File: config.mk
export PLATFORM = sky130hd
export DESIGN_NAME = gps_frame_parser_demask
export DESIGN_NICKNAME = d
export VERILOG_FILES = /design/src/design/gfpd_pkg.sv /design/src/design/gfpd_cell.sv /design/src/design/gfpd_chain.sv /design/src/design/gps_frame_parser_demask.sv
export SDC_FILE = /design/constraint.sdc
export NUM_CORES = 1
export LEC_CHECK = 0
export ABC_AREA = 1
export BUFFER_PORTS_ARGS = -buffer_cell sky130_fd_sc_hd__buf_4
export CAP_MARGIN = 20
export CORE_MARGIN = 1.5
export CORE_UTILIZATION = 56
export DETAILED_ROUTE_END_ITERATION = 10
export PLACE_DENSITY = 0.72
export SLEW_MARGIN = 5
export SYNTH_ARGS = -nofsm -noshare
export SYNTH_HDL_FRONTEND = slang
export SYNTH_SLANG_ARGS = --single-unit
File: constraint.sdc
create_clock -name aclk -period 121.1 [get_ports aclk]
set_input_delay 18.165 -clock aclk [delete_from_list [all_inputs] [get_ports aclk]]
set_output_delay 18.165 -clock aclk [all_outputs]
set_load 0.01 [all_outputs]
File: src/design/gfpd_pkg.sv
// shared constants, types and a helper function for the gps frame parser
`timescale 1ns / 1ps

package gfpd_pkg;

    localparam logic [7:0] SYNC_FIRST  = 8'h55;
    localparam logic [7:0] SYNC_SECOND = 8'hAA;
    localparam logic [7:0] ID_POSITION = 8'h10;
    localparam logic [7:0] ID_COMPASS  = 8'h20;

    localparam logic [5:0] LEN_POSITION      = 6'd58;
    localparam logic [5:0] LEN_COMPASS       = 6'd6;
    localparam logic [5:0] MASK_INDEX        = 6'd55;
    localparam logic [5:0] COMPASS_MASK_BYTE = 6'd4;

    localparam int CHAIN_LEN = 58;
    localparam int POS_HEAD  = int'(LEN_POSITION) - 1;
    localparam int CMP_HEAD  = int'(LEN_COMPASS) - 1;
    localparam int POS_MASK  = int'(LEN_POSITION) - 1 - int'(MASK_INDEX);
    localparam int CMP_MASK  = int'(LEN_COMPASS) - 1 - int'(COMPASS_MASK_BYTE);

    localparam logic MSG_POSITION = 1'b0;
    localparam logic MSG_COMPASS  = 1'b1;

    // fixed read points on the byte chain
    typedef struct packed {
        logic [7:0] pos_head;
        logic [7:0] cmp_head;
        logic [7:0] pos_mask;
        logic [7:0] cmp_mask;
    } chain_taps_t;

    function automatic logic [7:0] compass_mask(input logic [7:0] b);
        logic [7:0] t;
        t = ((b ^ (b >> 4)) & 8'h0F) | ((b << 3) & 8'hF0);
        t = t ^ {b[0], 3'b000, b[0], 3'b000};
        return t;
    endfunction

endpackage

File: src/design/gfpd_cell.sv
// one byte cell of the payload chain
`timescale 1ns / 1ps

module gfpd_cell (
    input  logic       aclk,
    input  logic       shift_en,
    input  logic [7:0] din,
    output logic [7:0] dout
);

    logic [7:0] byte_reg;

    always_ff @(posedge aclk) begin
        if (shift_en) begin
            byte_reg <= din;
        end
    end

    assign dout = byte_reg;

endmodule

File: src/design/gfpd_chain.sv
// row of byte cells, new bytes enter at cell 0 and move up one cell per shift
`timescale 1ns / 1ps

module gfpd_chain
    import gfpd_pkg::*;
(
    input  logic        aclk,
    input  logic        shift_en,
    input  logic [7:0]  din,
    output chain_taps_t taps
);

    logic [7:0] link [CHAIN_LEN+1];

    assign link[0] = din;

    for (genvar i = 0; i < CHAIN_LEN; i++) begin : g_cell
        gfpd_cell u_cell (
            .aclk     (aclk),
            .shift_en (shift_en),
            .din      (link[i]),
            .dout     (link[i+1])
        );
    end

    // cell k drives link[k+1]
    assign taps.pos_head = link[POS_HEAD+1];
    assign taps.cmp_head = link[CMP_HEAD+1];
    assign taps.pos_mask = link[POS_MASK+1];
    assign taps.cmp_mask = link[CMP_MASK+1];

endmodule

File: src/design/gps_frame_parser_demask.sv
// top level of the gps frame parser with fletcher check and payload demasking
//
//  channel | dir | tdata                                   | tuser       | tlast
//  s_      | in  | [7:0] rx_byte                           | -           | -
//  m_      | out | [5:0] byte_index, [13:6] data_byte, 0s  | [0] msg_kind| last
//
// one input byte is taken per cycle while hunting, reading the header, the
// payload and the two checksum bytes
// after a good second checksum byte the payload leaves the byte chain at one
// byte per cycle while m_tready allows: 58 bytes for a position frame, 6 for a
// compass frame, and s_tready stays low until the last byte is loaded
// the output register lets a finished byte wait while the next frame arrives
// synchronous active-low reset puts the parser into sync hunt; the chain
// holds no reset value, every read byte was written in the same frame
// m_tready low stalls emission in place without losing or repeating a byte
`timescale 1ns / 1ps

module gps_frame_parser_demask
    import gfpd_pkg::*;
(
    input  logic        aclk,
    input  logic        aresetn,
    input  logic        s_tvalid,
    output logic        s_tready,
    input  logic [7:0]  s_tdata,   // [7:0] rx_byte
    output logic        m_tvalid,
    input  logic        m_tready,
    output logic [15:0] m_tdata,   // [5:0] byte_index, [13:6] data_byte, [15:14] zero
    output logic        m_tuser,   // [0] msg_kind
    output logic        m_tlast
);

    typedef enum logic [3:0] {
        PH_HUNT1,
        PH_HUNT2,
        PH_ID,
        PH_LEN,
        PH_DATA,
        PH_CK1,
        PH_CK2,
        PH_SKIP,
        PH_EMIT
    } phase_t;

    phase_t      phase_reg, phase_next;
    logic [7:0]  sum_a_reg, sum_a_next;
    logic [7:0]  sum_b_reg, sum_b_next;
    logic        kind_reg, kind_next;
    logic [5:0]  count_reg, count_next;
    logic [7:0]  mask_reg, mask_next;
    logic [5:0]  idx_reg, idx_next;
    logic        m_valid_reg, m_valid_next;
    logic [7:0]  m_data_reg, m_data_next;
    logic [5:0]  m_idx_reg, m_idx_next;
    logic        m_kind_reg, m_kind_next;
    logic        m_last_reg, m_last_next;

    logic        s_fire;
    logic        m_load;
    logic        shift_en;
    chain_taps_t taps;
    logic [7:0]  fold_a;
    logic [5:0]  frame_len;
    logic [7:0]  head_byte;
    logic        keep_byte;
    logic        last_byte;

    assign s_tready = (phase_reg != PH_EMIT);
    assign s_fire   = s_tvalid && s_tready;
    // next payload byte may enter the output register
    assign m_load   = (phase_reg == PH_EMIT) && (!m_valid_reg || m_tready);
    assign shift_en = (s_fire && (phase_reg == PH_DATA)) || m_load;

    gfpd_chain u_chain (
        .aclk     (aclk),
        .shift_en (shift_en),
        .din      (s_tdata),
        .taps     (taps)
    );

    // fletcher running sum
    assign fold_a    = sum_a_reg + s_tdata;
    assign frame_len = (kind_reg == MSG_COMPASS) ? LEN_COMPASS : LEN_POSITION;

    // emission side: oldest byte sits at the head cell for the frame length
    assign head_byte = (kind_reg == MSG_COMPASS) ? taps.cmp_head : taps.pos_head;
    assign keep_byte = (kind_reg == MSG_COMPASS) ? (idx_reg == COMPASS_MASK_BYTE)
                     : ((idx_reg == MASK_INDEX) || (idx_reg >= (LEN_POSITION - 6'd2)));
    assign last_byte = (idx_reg == (frame_len - 6'd1));

    always_comb begin
        phase_next   = phase_reg;
        sum_a_next   = sum_a_reg;
        sum_b_next   = sum_b_reg;
        kind_next    = kind_reg;
        count_next   = count_reg;
        mask_next    = mask_reg;
        idx_next     = idx_reg;
        m_valid_next = m_valid_reg;
        m_data_next  = m_data_reg;
        m_idx_next   = m_idx_reg;
        m_kind_next  = m_kind_reg;
        m_last_next  = m_last_reg;

        if (m_valid_reg && m_tready) begin
            m_valid_next = 1'b0;
        end

        if (s_fire) begin
            case (phase_reg)
                PH_HUNT1: begin
                    if (s_tdata == SYNC_FIRST) begin
                        phase_next = PH_HUNT2;
                    end
                end
                PH_HUNT2: begin
                    if (s_tdata == SYNC_SECOND) begin
                        sum_a_next = 8'd0;
                        sum_b_next = 8'd0;
                        phase_next = PH_ID;
                    end else begin
                        phase_next = PH_HUNT1;
                    end
                end
                PH_ID: begin
                    sum_a_next = fold_a;
                    sum_b_next = sum_b_reg + fold_a;
                    if (s_tdata == ID_POSITION) begin
                        kind_next  = MSG_POSITION;
                        phase_next = PH_LEN;
                    end else if (s_tdata == ID_COMPASS) begin
                        kind_next  = MSG_COMPASS;
                        phase_next = PH_LEN;
                    end else begin
                        phase_next = PH_SKIP;
                    end
                end
                PH_LEN: begin
                    if (s_tdata == {2'b00, frame_len}) begin
                        count_next = 6'd0;
                        sum_a_next = fold_a;
                        sum_b_next = sum_b_reg + fold_a;
                        phase_next = PH_DATA;
                    end else begin
                        phase_next = PH_HUNT1;
                    end
                end
                PH_DATA: begin
                    count_next = count_reg + 6'd1;
                    sum_a_next = fold_a;
                    sum_b_next = sum_b_reg + fold_a;
                    if ((count_reg + 6'd1) >= frame_len) begin
                        phase_next = PH_CK1;
                    end
                end
                PH_CK1: begin
                    phase_next = (s_tdata == sum_a_reg) ? PH_CK2 : PH_HUNT1;
                end
                PH_CK2: begin
                    if (s_tdata == sum_b_reg) begin
                        // mask byte still sits at a fixed cell, chain is frozen here
                        mask_next  = (kind_reg == MSG_COMPASS) ?
                                     compass_mask(taps.cmp_mask) : taps.pos_mask;
                        idx_next   = 6'd0;
                        phase_next = PH_EMIT;
                    end else begin
                        phase_next = PH_HUNT1;
                    end
                end
                default: begin
                    phase_next = PH_HUNT1;
                end
            endcase
        end

        if (m_load) begin
            m_valid_next = 1'b1;
            m_data_next  = keep_byte ? head_byte : (head_byte ^ mask_reg);
            m_idx_next   = idx_reg;
            m_kind_next  = kind_reg;
            m_last_next  = last_byte;
            idx_next     = idx_reg + 6'd1;
            if (last_byte) begin
                phase_next = PH_HUNT1;
            end
        end
    end

    always_ff @(posedge aclk) begin
        if (!aresetn) begin
            phase_reg   <= PH_HUNT1;
            sum_a_reg   <= 8'd0;
            sum_b_reg   <= 8'd0;
            kind_reg    <= 1'b0;
            count_reg   <= 6'd0;
            idx_reg     <= 6'd0;
            m_valid_reg <= 1'b0;
        end else begin
            phase_reg   <= phase_next;
            sum_a_reg   <= sum_a_next;
            sum_b_reg   <= sum_b_next;
            kind_reg    <= kind_next;
            count_reg   <= count_next;
            idx_reg     <= idx_next;
            m_valid_reg <= m_valid_next;
        end
        mask_reg   <= mask_next;
        m_data_reg <= m_data_next;
        m_idx_reg  <= m_idx_next;
        m_kind_reg <= m_kind_next;
        m_last_reg <= m_last_next;
    end

    assign m_tvalid = m_valid_reg;
    assign m_tdata  = {2'b00, m_data_reg, m_idx_reg};
    assign m_tuser  = m_kind_reg;
    assign m_tlast  = m_last_reg;

    // last byte of a frame carries the final index for its kind
    a_last_index: assert property (@(posedge aclk) disable iff (!aresetn)
        (m_tvalid && m_tlast) |->
            ((m_tuser == MSG_POSITION && m_tdata[5:0] == (LEN_POSITION - 6'd1)) ||
             (m_tuser == MSG_COMPASS && m_tdata[5:0] == (LEN_COMPASS - 6'd1))))
        else $error("last byte index does not match frame kind");

    // a frame streams out without gaps and with rising indexes
    a_index_step: assert property (@(posedge aclk) disable iff (!aresetn)
        (m_tvalid && m_tready && !m_tlast) |=>
            (m_tvalid && m_tdata[5:0] == ($past(m_tdata[5:0]) + 6'd1)))
        else $error("payload index did not advance by one");

    // no input is taken while a frame is still being emitted
    a_hold_input: assert property (@(posedge aclk) disable iff (!aresetn)
        (m_tvalid && !m_tlast) |-> !s_tready)
        else $error("input taken in the middle of frame emission");

endmodule
Word-level counts from Yosys, hierarchy flattened
Cells that the tools add are included.
{ "totals": {"in_bits": 12, "regBits": 522} }
{ "op_classes": {"n_eq_ne": 20, "n_lt_le_gt_ge": 2, "add_sub_neg": 5, "reduce_logical": 22, "n_bitwise": 4, "muxes": 32} }
{ "ops": {"columns": ["op", "n"], "rows": [
  ["$mux W8", 6],
  ["$pmux W8 S3", 2],
  ["$mux W6", 6],
  ["$pmux W4 S7", 1],
  ["$mux W4", 6],
  ["$add A8 B8 Y8", 2],
  ["$eq A8 B8 Y1", 2],
  ["$xor A8 B8 Y8", 2],
  ["$add A6 B1 Y6 const B", 2],
  ["$eq A4 B3 Y1 const B", 3],
  ["$mux W3", 4],
  ["$pmux W6 S2", 1],
  ["$reduce_and A3 Y1", 4],
  ["$reduce_bool A2 Y1", 6],
  ["$eq A4 B2 Y1 const B", 2],
  ["$eq A8 B5 Y1 const B", 1],
  ["$eq A8 B6 Y1", 1],
  ["$eq A8 B6 Y1 const B", 1],
  ["$eq A8 B7 Y1 const B", 1],
  ["$eq A8 B8 Y1 const B", 1],
  ["$or A4 B8 Y8", 1],
  ["$eq A6 B3 Y1 const B", 1],
  ["$eq A6 B6 Y1", 1],
  ["$eq A6 B6 Y1 const B", 1],
  ["other kinds (17)", 27]
]} }

Logic depth before layout (Yosys ltp)
Gate-level depths: netlist of the first run.
{ "depth": {"ltp_word": 7, "depth_mapped": 15} }

Cells and area by module
From an unflattened synthesis of the first run, not the netlist that was laid out.
{ "unflattened": {"cells_unflattened": 942, "hier_area_um2": 17590.6} }
{ "modules_own_cells": {"columns": ["module", "cells_each", "instances", "area_each_um2"], "rows": [
  ["gfpd_cell", 8, 58, 240.2],
  ["gps_frame_parser_demask", 478, 1, 3657.3]
]} }

Worst setup path after synthesis of the first run
OpenSTA, ideal clock, no wires.
{ "synth_path": {"path_kind": "input to register", "start": "input s_tvalid", "end": "register u_chain.g_cell[0].u_cell.byte_reg[0], enable pin", "stages": 2, "arrival_ns": 50.534, "setup_time_ns": 1.934, "setup_slack_ns": 68.632, "path_buffers": 0, "required_time_ns": 119.166, "path_cell_list": "nand2_4 > o21ai_0"} }
{ "synth_via": {"elab_chain_len": 3} }
{ "synth_rtl": {"columns": ["element", "line", "rtl"], "rows": [
  ["start: declaration", "gps_frame_parser_demask.sv:23", "input logic s_tvalid,"],
  ["$logic_and A1 B1 Y1", "gps_frame_parser_demask.sv:69", "assign s_fire = s_tvalid && s_tready;"],
  ["$logic_and A1 B1 Y1", "gps_frame_parser_demask.sv:72", "assign shift_en = (s_fire && (phase_reg == PH_DATA)) || m_load;"],
  ["$logic_or A1 B1 Y1", "gps_frame_parser_demask.sv:72", null],
  ["named net shift_en", "gps_frame_parser_demask.sv:60", "logic shift_en;"],
  ["end signal: assignment", "gfpd_cell.sv:15", "byte_reg <= din;"],
  ["end: declaration", "gfpd_cell.sv:11", "logic [7:0] byte_reg;"]
]} }
The timed path passes the listed nets, and every way through them passes these cells.
A chain may end at the register's enable or synchronous reset.

Worst setup path after layout of the first run
{ "layout_path": {"start": "input m_tready", "end": "register u_chain.g_cell[21].u_cell.byte_reg[2], enable pin"} }
{ "layout_via": {"elab_chain_len": 3} }
{ "layout_rtl": {"columns": ["element", "line", "rtl"], "rows": [
  ["start: declaration", "gps_frame_parser_demask.sv:27", "input logic m_tready,"],
  ["$logic_or A1 B1 Y1", "gps_frame_parser_demask.sv:71", "assign m_load = (phase_reg == PH_EMIT) && (!m_valid_reg || m_tready);"],
  ["$logic_and A1 B1 Y1", "gps_frame_parser_demask.sv:71", null],
  ["$logic_or A1 B1 Y1", "gps_frame_parser_demask.sv:72", null],
  ["named net shift_en", "gps_frame_parser_demask.sv:60", null],
  ["end signal: assignment", "gfpd_cell.sv:15", null],
  ["end: declaration", "gfpd_cell.sv:11", null]
]} }
The timed path passes the listed nets, and every way through them passes these cells.

==> results of run 1 <==
==> critical path, stage by stage <==
cell and delay [ns]:
buf_4 0.08, inv_1 0.03, nand2_1 0.06, nand2_1 0.18
o21ai_4 0.10, buf_4 0.26, buf_16 0.35, buf_4 0.51
buf_4 0.89, buf_4 0.46, buf_16 0.35
==> metrics by stage <==
stage                     worst slack (ns)  instance area, µm²  total power [W]  instances
after detailed placement             97.98               18500         0.000201       1380
after CTS                            98.64               20100         0.000349       1472
after global routing                 99.41               20200         0.000357       1475
after global placement               98.12               18500         0.000200       1379
after floorplan                      68.63               17800         0.000200        952
final                                99.73               20200         0.000345       1475
==> cells in the final DEF, fill, tap and decap left out, drive strengths merged, types with 2 or more instances in the layout <==
| cell type | count |
|---|---|
| clkinvlp | 4 |
| conb | 2 |
| a21oi | 43 |
| nor2 | 24 |
| xnor2 | 15 |
| bufinv | 4 |
| inv | 50 |
| xor2 | 11 |
| a31oi | 2 |
| buf | 39 |
| ha | 23 |
| nand2 | 149 |
| fa | 2 |
| o21a | 2 |
| nand3 | 43 |
| nor3 | 10 |
| o211ai | 2 |
| nor4 | 2 |
| o21ai | 13 |
| nand4 | 18 |
| or2 | 8 |
| clkinv | 25 |
| clkbuf | 56 |
| dfxtp | 34 |
| edfxtp | 488 |
==> kinds of logic after synthesis <==
| family | count (synthesis) | synth area share (%) |
|---|---|---|
| AO/OA/AOI/OAI | 65 | 2.16 |
| XOR/XNOR | 26 | 1.28 |
| adder cells (fa/ha/maj) | 25 | 1.85 |
| buffers and inverters | 57 | 1.41 |
| flip-flops | 522 | 86.4 |
| other | 1 | 0.0211 |
| AND/OR/NAND/NOR | 255 | 6.90 |
==> power by group through the flow <==
stage | clock network, W | logic, W | registers [W]
after floorplan | 0 | 0.00000154 | 0.000198
after global placement | 0 | 0.00000240 | 0.000198
after detailed placement | 0 | 0.00000255 | 0.000198
after CTS | 0.000152 | 0.00000256 | 0.000194
after global routing | 0.000160 | 0.00000285 | 0.000194
final | 0.000148 | 0.00000259 | 0.000194
==> worst paths after layout <==
check | start | end | slack, ns
setup / recovery | m_tready | u_chain.g_cell[21].u_cell.dout[2] | 99.73
hold / removal | u_chain.g_cell[19].u_cell.dout[3] | u_chain.g_cell[20].u_cell.dout[3] | 0.41
setup reg to reg | phase_reg[0] | u_chain.g_cell[21].u_cell.dout[2] | 116.68
hold reg to reg | u_chain.g_cell[19].u_cell.dout[3] | u_chain.g_cell[20].u_cell.dout[3] | 0.41
==> cell type report <==
class	instances	area (µm²)	area share, %
well taps	402	503	2.50
clock buffers	56	1270	6.32
multi-input cells	373	2180	10.8
clock inverters	36	308	1.53
flip-flops and latches	522	15300	76.1
inverters	47	181	0.900
repair buffers	39	373	1.85
==> per-layer routing <==
metal / up-vias / track usage (%) / wire [µm]
li1: 3703 / - / -
met1: 3823 / 25.4 / 12500
met2: 158 / 19.7 / 10100
met3: 48 / 3.69 / 1220
met4: 0 / 5.63 / 540
met5: - / 0 / 0
==> out/results.txt, run 1 <==
status - finished clean
Unique masters post-synth - 42
fmax - 0.0468 GHz
max_cap viols - 0
crit path kind - input port to flip-flop
largest net degree at the start of global routing - 100
Final HPWL DP - 13.0 mm
Internal - 0.000280 W
site row count - 65
number of setup violations in the final report - 0
WL/cell - 16.5 µm
clock latency on the worst-skew pair - 0.57 ns
switching power - 0.0000655 W
CTS clk-pin slew, worst paths - 0.06 ns
CTS Buf Count - 50
Pwr Density - 17.1 nW/µm²
hold path cells - 0
Max FO, Critical Path - 91
antenna viol nets, final - 0
ys async rst share - 0%
GRT overflow - 0
Final Hold Fails - 0
CTS tree - built
Starting Density - 56.6%
most frequent cell after synthesis - edfxtp_1
clk_skew - 0.0234 ns
die area - 32,800 µm²
RSZ-0062 raised after global routing - no
Hold Buf Count CTS - 0
ranking of synthesized cells by area - edfxtp_1, dfxtp_1, nand2_1, ha_1, nand3_1
diode count - 0
Clk network pwr share - 43.0%
Startpoint Class - input port
Core Region - 31,400 µm²
part of the power in registers - 56.2%
Detailed Routing Iterations Pass 1 - 5
Logic pwr share - 0.7%
Vert. Die Dim - 181 µm
clock sinks - 522
actual slew at the worst max-slew pin - 1.04 ns
Post-Syn Area - 17,800 µm²
share of layout cells above drive strength 1 - 15.4%
max reg flops - 464
Total Routing Usage GR - 15.3%
number of global-route vias before repair - 7,195
# Post-CTS Setup Buffers - 0
DRC Markers - 0
Final Slew Violations - 0
Switching Fraction - 19.0%
dominant synthesized flop cell - edfxtp_1
post-synthesis sequential area ratio - 86.4%
FF+latch count, synth - 522
Avg Cell Area, Syn - 18.7 µm²
Critical Path End Type - flip-flop
vias per inst - 5.24
DRT Wirelength - 24.4 mm
worst rel slew slack - 30.8%
Die Wd - 181 µm
Tmin final - 21.37 ns
fin crit share - 17.7%
clock buffer depth - 3
fin nets - 1,070
routability cong. - 0.859
worst hold slack - 0.408 ns
leakage - 6.56 nW
Ys Warns - 0
Starting DRT DRC Count - 745
worst vdd ir - 0.0120 mV
CTS resizes - 0
Worst Path Required - 121.32 ns
share of the synthesized area in the top cell type - 82.5%
clock root buffer - clkbuf_16
Mapped Cells - 951
Top Ports - 32
fill count - 2,110
Crit path arrival time - 21.59 ns
via count - 7,732
most area-hungry cell type in the Yosys netlist - edfxtp_1
Synth top cells by count - edfxtp_1, nand2_1, inv_1, nand3_1, dfxtp_1
Core Util, Final - 64.2%
CTS H-Tree Depth - 2
input/output buffers - 29
EDFF count, synth - 488
number of antenna violations at the first check in global routing - 0
Final TNS setup - 0 ns
worst hold path class - flip-flop to flip-flop
area delta synth->final - 13.5%
Register-to-Register Path Depth - 11
first-pass GRT wire length - 39.2 mm
No activity file was read; power rests on OpenSTA's default activity.
==> run 2: changes to the inputs <==
Settings changed: ABC_AREA 1 to 0, CORE_UTILIZATION 56 to 55, PLACE_DENSITY 0.72 to 0.74.
Clock period 121.1 ns to 17.9 ns, I/O delays scaled along.
==> run 2 against run 1 <==
  * Final area shrank 1.6%
  * Clock power grew to 6.9 times the previous value
  * Worst hold slack lost 0.0029 ns
  * Critical path type unchanged
  * Highest routed layer unchanged
==> out/results.txt, run 2 <==
routability cong. - 0.830 (was 0.859)
Final TNS setup - 0 ns (unchanged)
Core Region - 31,400 µm² (unchanged)
via count - 7,196 (was 7,732)
clk_skew - 0.0137 ns (was 0.0234 ns)
Pwr Density - 118 nW/µm² (was 17.1 nW/µm²)
Startpoint Class - input port (unchanged)
Final HPWL DP - 11.9 mm (was 13.0 mm)
clock latency on the worst-skew pair - 0.54 ns (was 0.57 ns)
Post-Syn Area - 17,500 µm² (was 17,800 µm²)
CTS Buf Count - 49 (was 50)
FF+latch count, synth - 522 (unchanged)
crit path kind - input port to flip-flop (unchanged)
antenna viol nets, final - 0 (unchanged)
RSZ-0062 raised after global routing - no (unchanged)
met1 Resource Use GR - 23.4% (was 25.4%)
CP max-delay cell - fa_1 (was buf_4)
Final Hold Fails - 0 (unchanged)
max reg flops - 464 (unchanged)
worst vdd ir - 0.0887 mV (was 0.0120 mV)
Avg Cell Area, Syn - 21.1 µm² (was 18.7 µm²)
grt peak-use layer - met1 (unchanged)
CTS clk-pin slew, worst paths - 0.07 ns (was 0.06 ns)
placed cells - 1,250 (was 1,380)
CTS H-Tree Depth - 2 (unchanged)
number of antenna violations at the first check in global routing - 0 (unchanged)
ranking of synthesized cells by area - edfxtp_1, dfxtp_1, ha_1, xnor2_1, xor2_1 (was edfxtp_1, dfxtp_1, nand2_1, ha_1, nand3_1)
Starting DRT DRC Count - 686 (was 745)
input/output buffers - 29 (unchanged)
first-pass GRT wire length - 37.0 mm (was 39.2 mm)
most area-hungry cell type in the Yosys netlist - edfxtp_1 (unchanged)
Detailed Routing Iterations Pass 1 - 5 (unchanged)
Critical Path End Type - flip-flop (unchanged)
CP top delay family - adder cells (was buffers and inverters)
post-synthesis sequential area ratio - 87.7% (was 86.4%)
Worst Path Required - 18.38 ns (was 121.32 ns)
Hold Buf Count CTS - 0 (unchanged)
Crit path arrival time - 5.74 ns (was 21.59 ns)
Final WS setup - 12.63 ns (was 99.73 ns)
met2 Use GR - 19.5% (was 19.7%)
Final Slew Violations - 0 (unchanged)
DRC Markers - 0 (unchanged)
share of layout cells above drive strength 1 - 12.4% (was 15.4%)
number of setup violations in the final report - 0 (unchanged)
Max FO, Critical Path - 6 (was 91)
CP most frequent cell - ha_1 (was buf_4)
Tmin final - 5.27 ns
Switching Fraction - 18.1% (was 19.0%)
switching power - 0.000424 W (was 0.0000655 W)
vias per inst - 5.36 (was 5.24)
Unique masters post-synth - 55 (was 42)
dominant synthesized flop cell - edfxtp_1 (unchanged)
crit-path cells - buf_4 > ha_1 > fa_1 > a21o_1 > a21oi_1 > xnor2_1 > ha_1 > nand3_1 > o211ai_1 > nor4_1 > nor3_1 > xor2_1 > mux2_2 > a21boi_1 (was buf_4 > inv_1 > nand2_1 > nand2_1 > o21ai_4 > buf_4 > buf_16 > buf_4 > buf_4 > buf_4 > buf_16)
critical path's largest stage delay - 0.41 ns (was 0.89 ns)
largest net degree at the start of global routing - 206 (was 100)
part of the power in registers - 56.0% (was 56.2%)
fin nets - 938 (was 1,070)
Clk network pwr share - 43.4% (was 43.0%)
diode count - 0 (unchanged)
number of global-route vias before repair - 6,729 (was 7,195)
area delta synth->final - 13.5% (about the same)
status - finished clean (unchanged)
worst rel slew slack - 24.9% (was 30.8%)
die area - 32,900 µm² (was 32,800 µm²)
Starting Density - 55.7% (was 56.6%)
GRT overflow - 0 (unchanged)
Total Routing Usage GR - 14.4% (was 15.3%)
commonest non-fill, non-tap cells in the layout - edfxtp_1, clkbuf_16, dfxtp_1 (was edfxtp_1, nand2_1, clkbuf_16)
# Post-CTS Setup Buffers - 0 (unchanged)
actual slew at the worst max-slew pin - 1.13 ns (was 1.04 ns)
commonest non-fill, non-tap cell in the layout - edfxtp_1 (unchanged)
Vert. Die Dim - 181 µm (about the same)
Top Ports - 32 (unchanged)
fin crit share - 29.4%
worst hold path class - flip-flop to flip-flop (unchanged)
max_cap viols - 0 (unchanged)
Post-Place Setup Slack - 11.84 ns (was 97.98 ns)
Ys Warns - 0 (unchanged)
site row count - 65 (unchanged)
fmax - 0.190 GHz
most frequent cell after synthesis - edfxtp_1 (unchanged)
met3 Use GR - 2.98% (was 3.69%)
Mapped Cells - 828 (was 951)
CTS tree - built (unchanged)
Internal - 0.00192 W (was 0.000280 W)
non-filler instance count after layout - 1,343 (was 1,475)
clock sinks - 522 (unchanged)
ys async rst share - 0% (unchanged)
leakage - 6.27 nW (was 6.56 nW)
clock buffer depth - 3 (unchanged)
CTS resizes - 0 (unchanged)
Logic pwr share - 0.6% (was 0.7%)
WL/cell - 17.4 µm (was 16.5 µm)
EDFF count, synth - 488 (unchanged)
Buf/Inv on CP - 1 (was 8)
DRT Wirelength - 23.4 mm (was 24.4 mm)
Synth top cells by count - edfxtp_1, dfxtp_1, nand2_1 (was edfxtp_1, nand2_1, inv_1, nand3_1, dfxtp_1)
Total Power - 0.00234 W (was 0.000345 W)
Die Wd - 181 µm (about the same)
share of the synthesized area in the top cell type - 83.8% (was 82.5%)
clock root buffer - clkbuf_16 (unchanged)
## run 2: cell types whose count changed in the layout (fill, tap and decap cells not counted), sizes merged, moves of 15 or more
cell / delta
a21oi: -22
a22oi: +18
inv: -38
nand2: -119
nand3: -28
nand4: -15
nor2b: +23
## run 2: path summary, 6_finish.rpt
kind / depth (start not counted) / to / from / slack [ns]
setup / recovery: 14 / sum_b_reg[7] / s_tdata[0] / 12.63
hold / removal: 0 / u_chain.g_cell[40].u_cell.dout[7] / u_chain.g_cell[39].u_cell.dout[7] / 0.41
setup reg to reg: 7 / u_chain.g_cell[20].u_cell.dout[2] / phase_reg[3] / 14.07
hold reg to reg: 0 / u_chain.g_cell[40].u_cell.dout[7] / u_chain.g_cell[39].u_cell.dout[7] / 0.41
## run 2: cell type report
cell class | count | area (µm²)
timing repair buffer | 35 | 315
inverter | 12 | 45.0
clock buffer | 62 | 1300
sequential | 522 | 15300
multi-input combinational | 281 | 2040
fill | 2078 | 11600
tap | 402 | 503
clock inverter | 29 | 308
## run 2: cells by family (layout without fill, tap and decap cells)
| logic type | count (synthesis) | in the layout | share of synthesized area (%) |
|---|---|---|---|
| fa+ha+maj | 25 | 25 | 1.87 |
| flops | 522 | 522 | 87.7 |
| compound gates | 73 | 73 | 2.80 |
| xor+xnor | 40 | 40 | 2.00 |
| simple gates | 128 | 128 | 4.11 |
| mux | 13 | 13 | 0.780 |
| other cells | 1 | 2 | 0.0214 |
| buf+inv | 26 | 138 | 0.723 |
## run 2: per-layer routing
metal / up-vias / wire length [µm] / share of wire, %
li1: 3360 / - / -
met1: 3631 / 11800 / 51
met2: 157 / 9930 / 42
met3: 48 / 1070 / 4.6
met4: 0 / 569 / 2.4
met5: - / 0 / 0
## run 2: stage by stage
stage / util, % / area [µm²] / hold WS [ns]
floorplan: - / 17500 / 0.400
global placement: 57.9 / 18200 / 0.400
detailed placement: 57.9 / 18200 / 0.405
CTS: 63.0 / 19800 / 0.404
global route: 63.2 / 19800 / 0.413
finish: 63.2 / 19800 / 0.405
## run 2: power by group through the flow
stage	Sequential, W	Clock, W	Combinational (W)
2_1_floorplan	0.00134	0	0.00000872
3_3_place_gp	0.00134	0	0.0000136
3_5_place_dp	0.00134	0	0.0000140
4_1_cts	0.00131	0.00104	0.0000140
5_1_grt	0.00131	0.00109	0.0000153
6_report	0.00131	0.00102	0.0000142
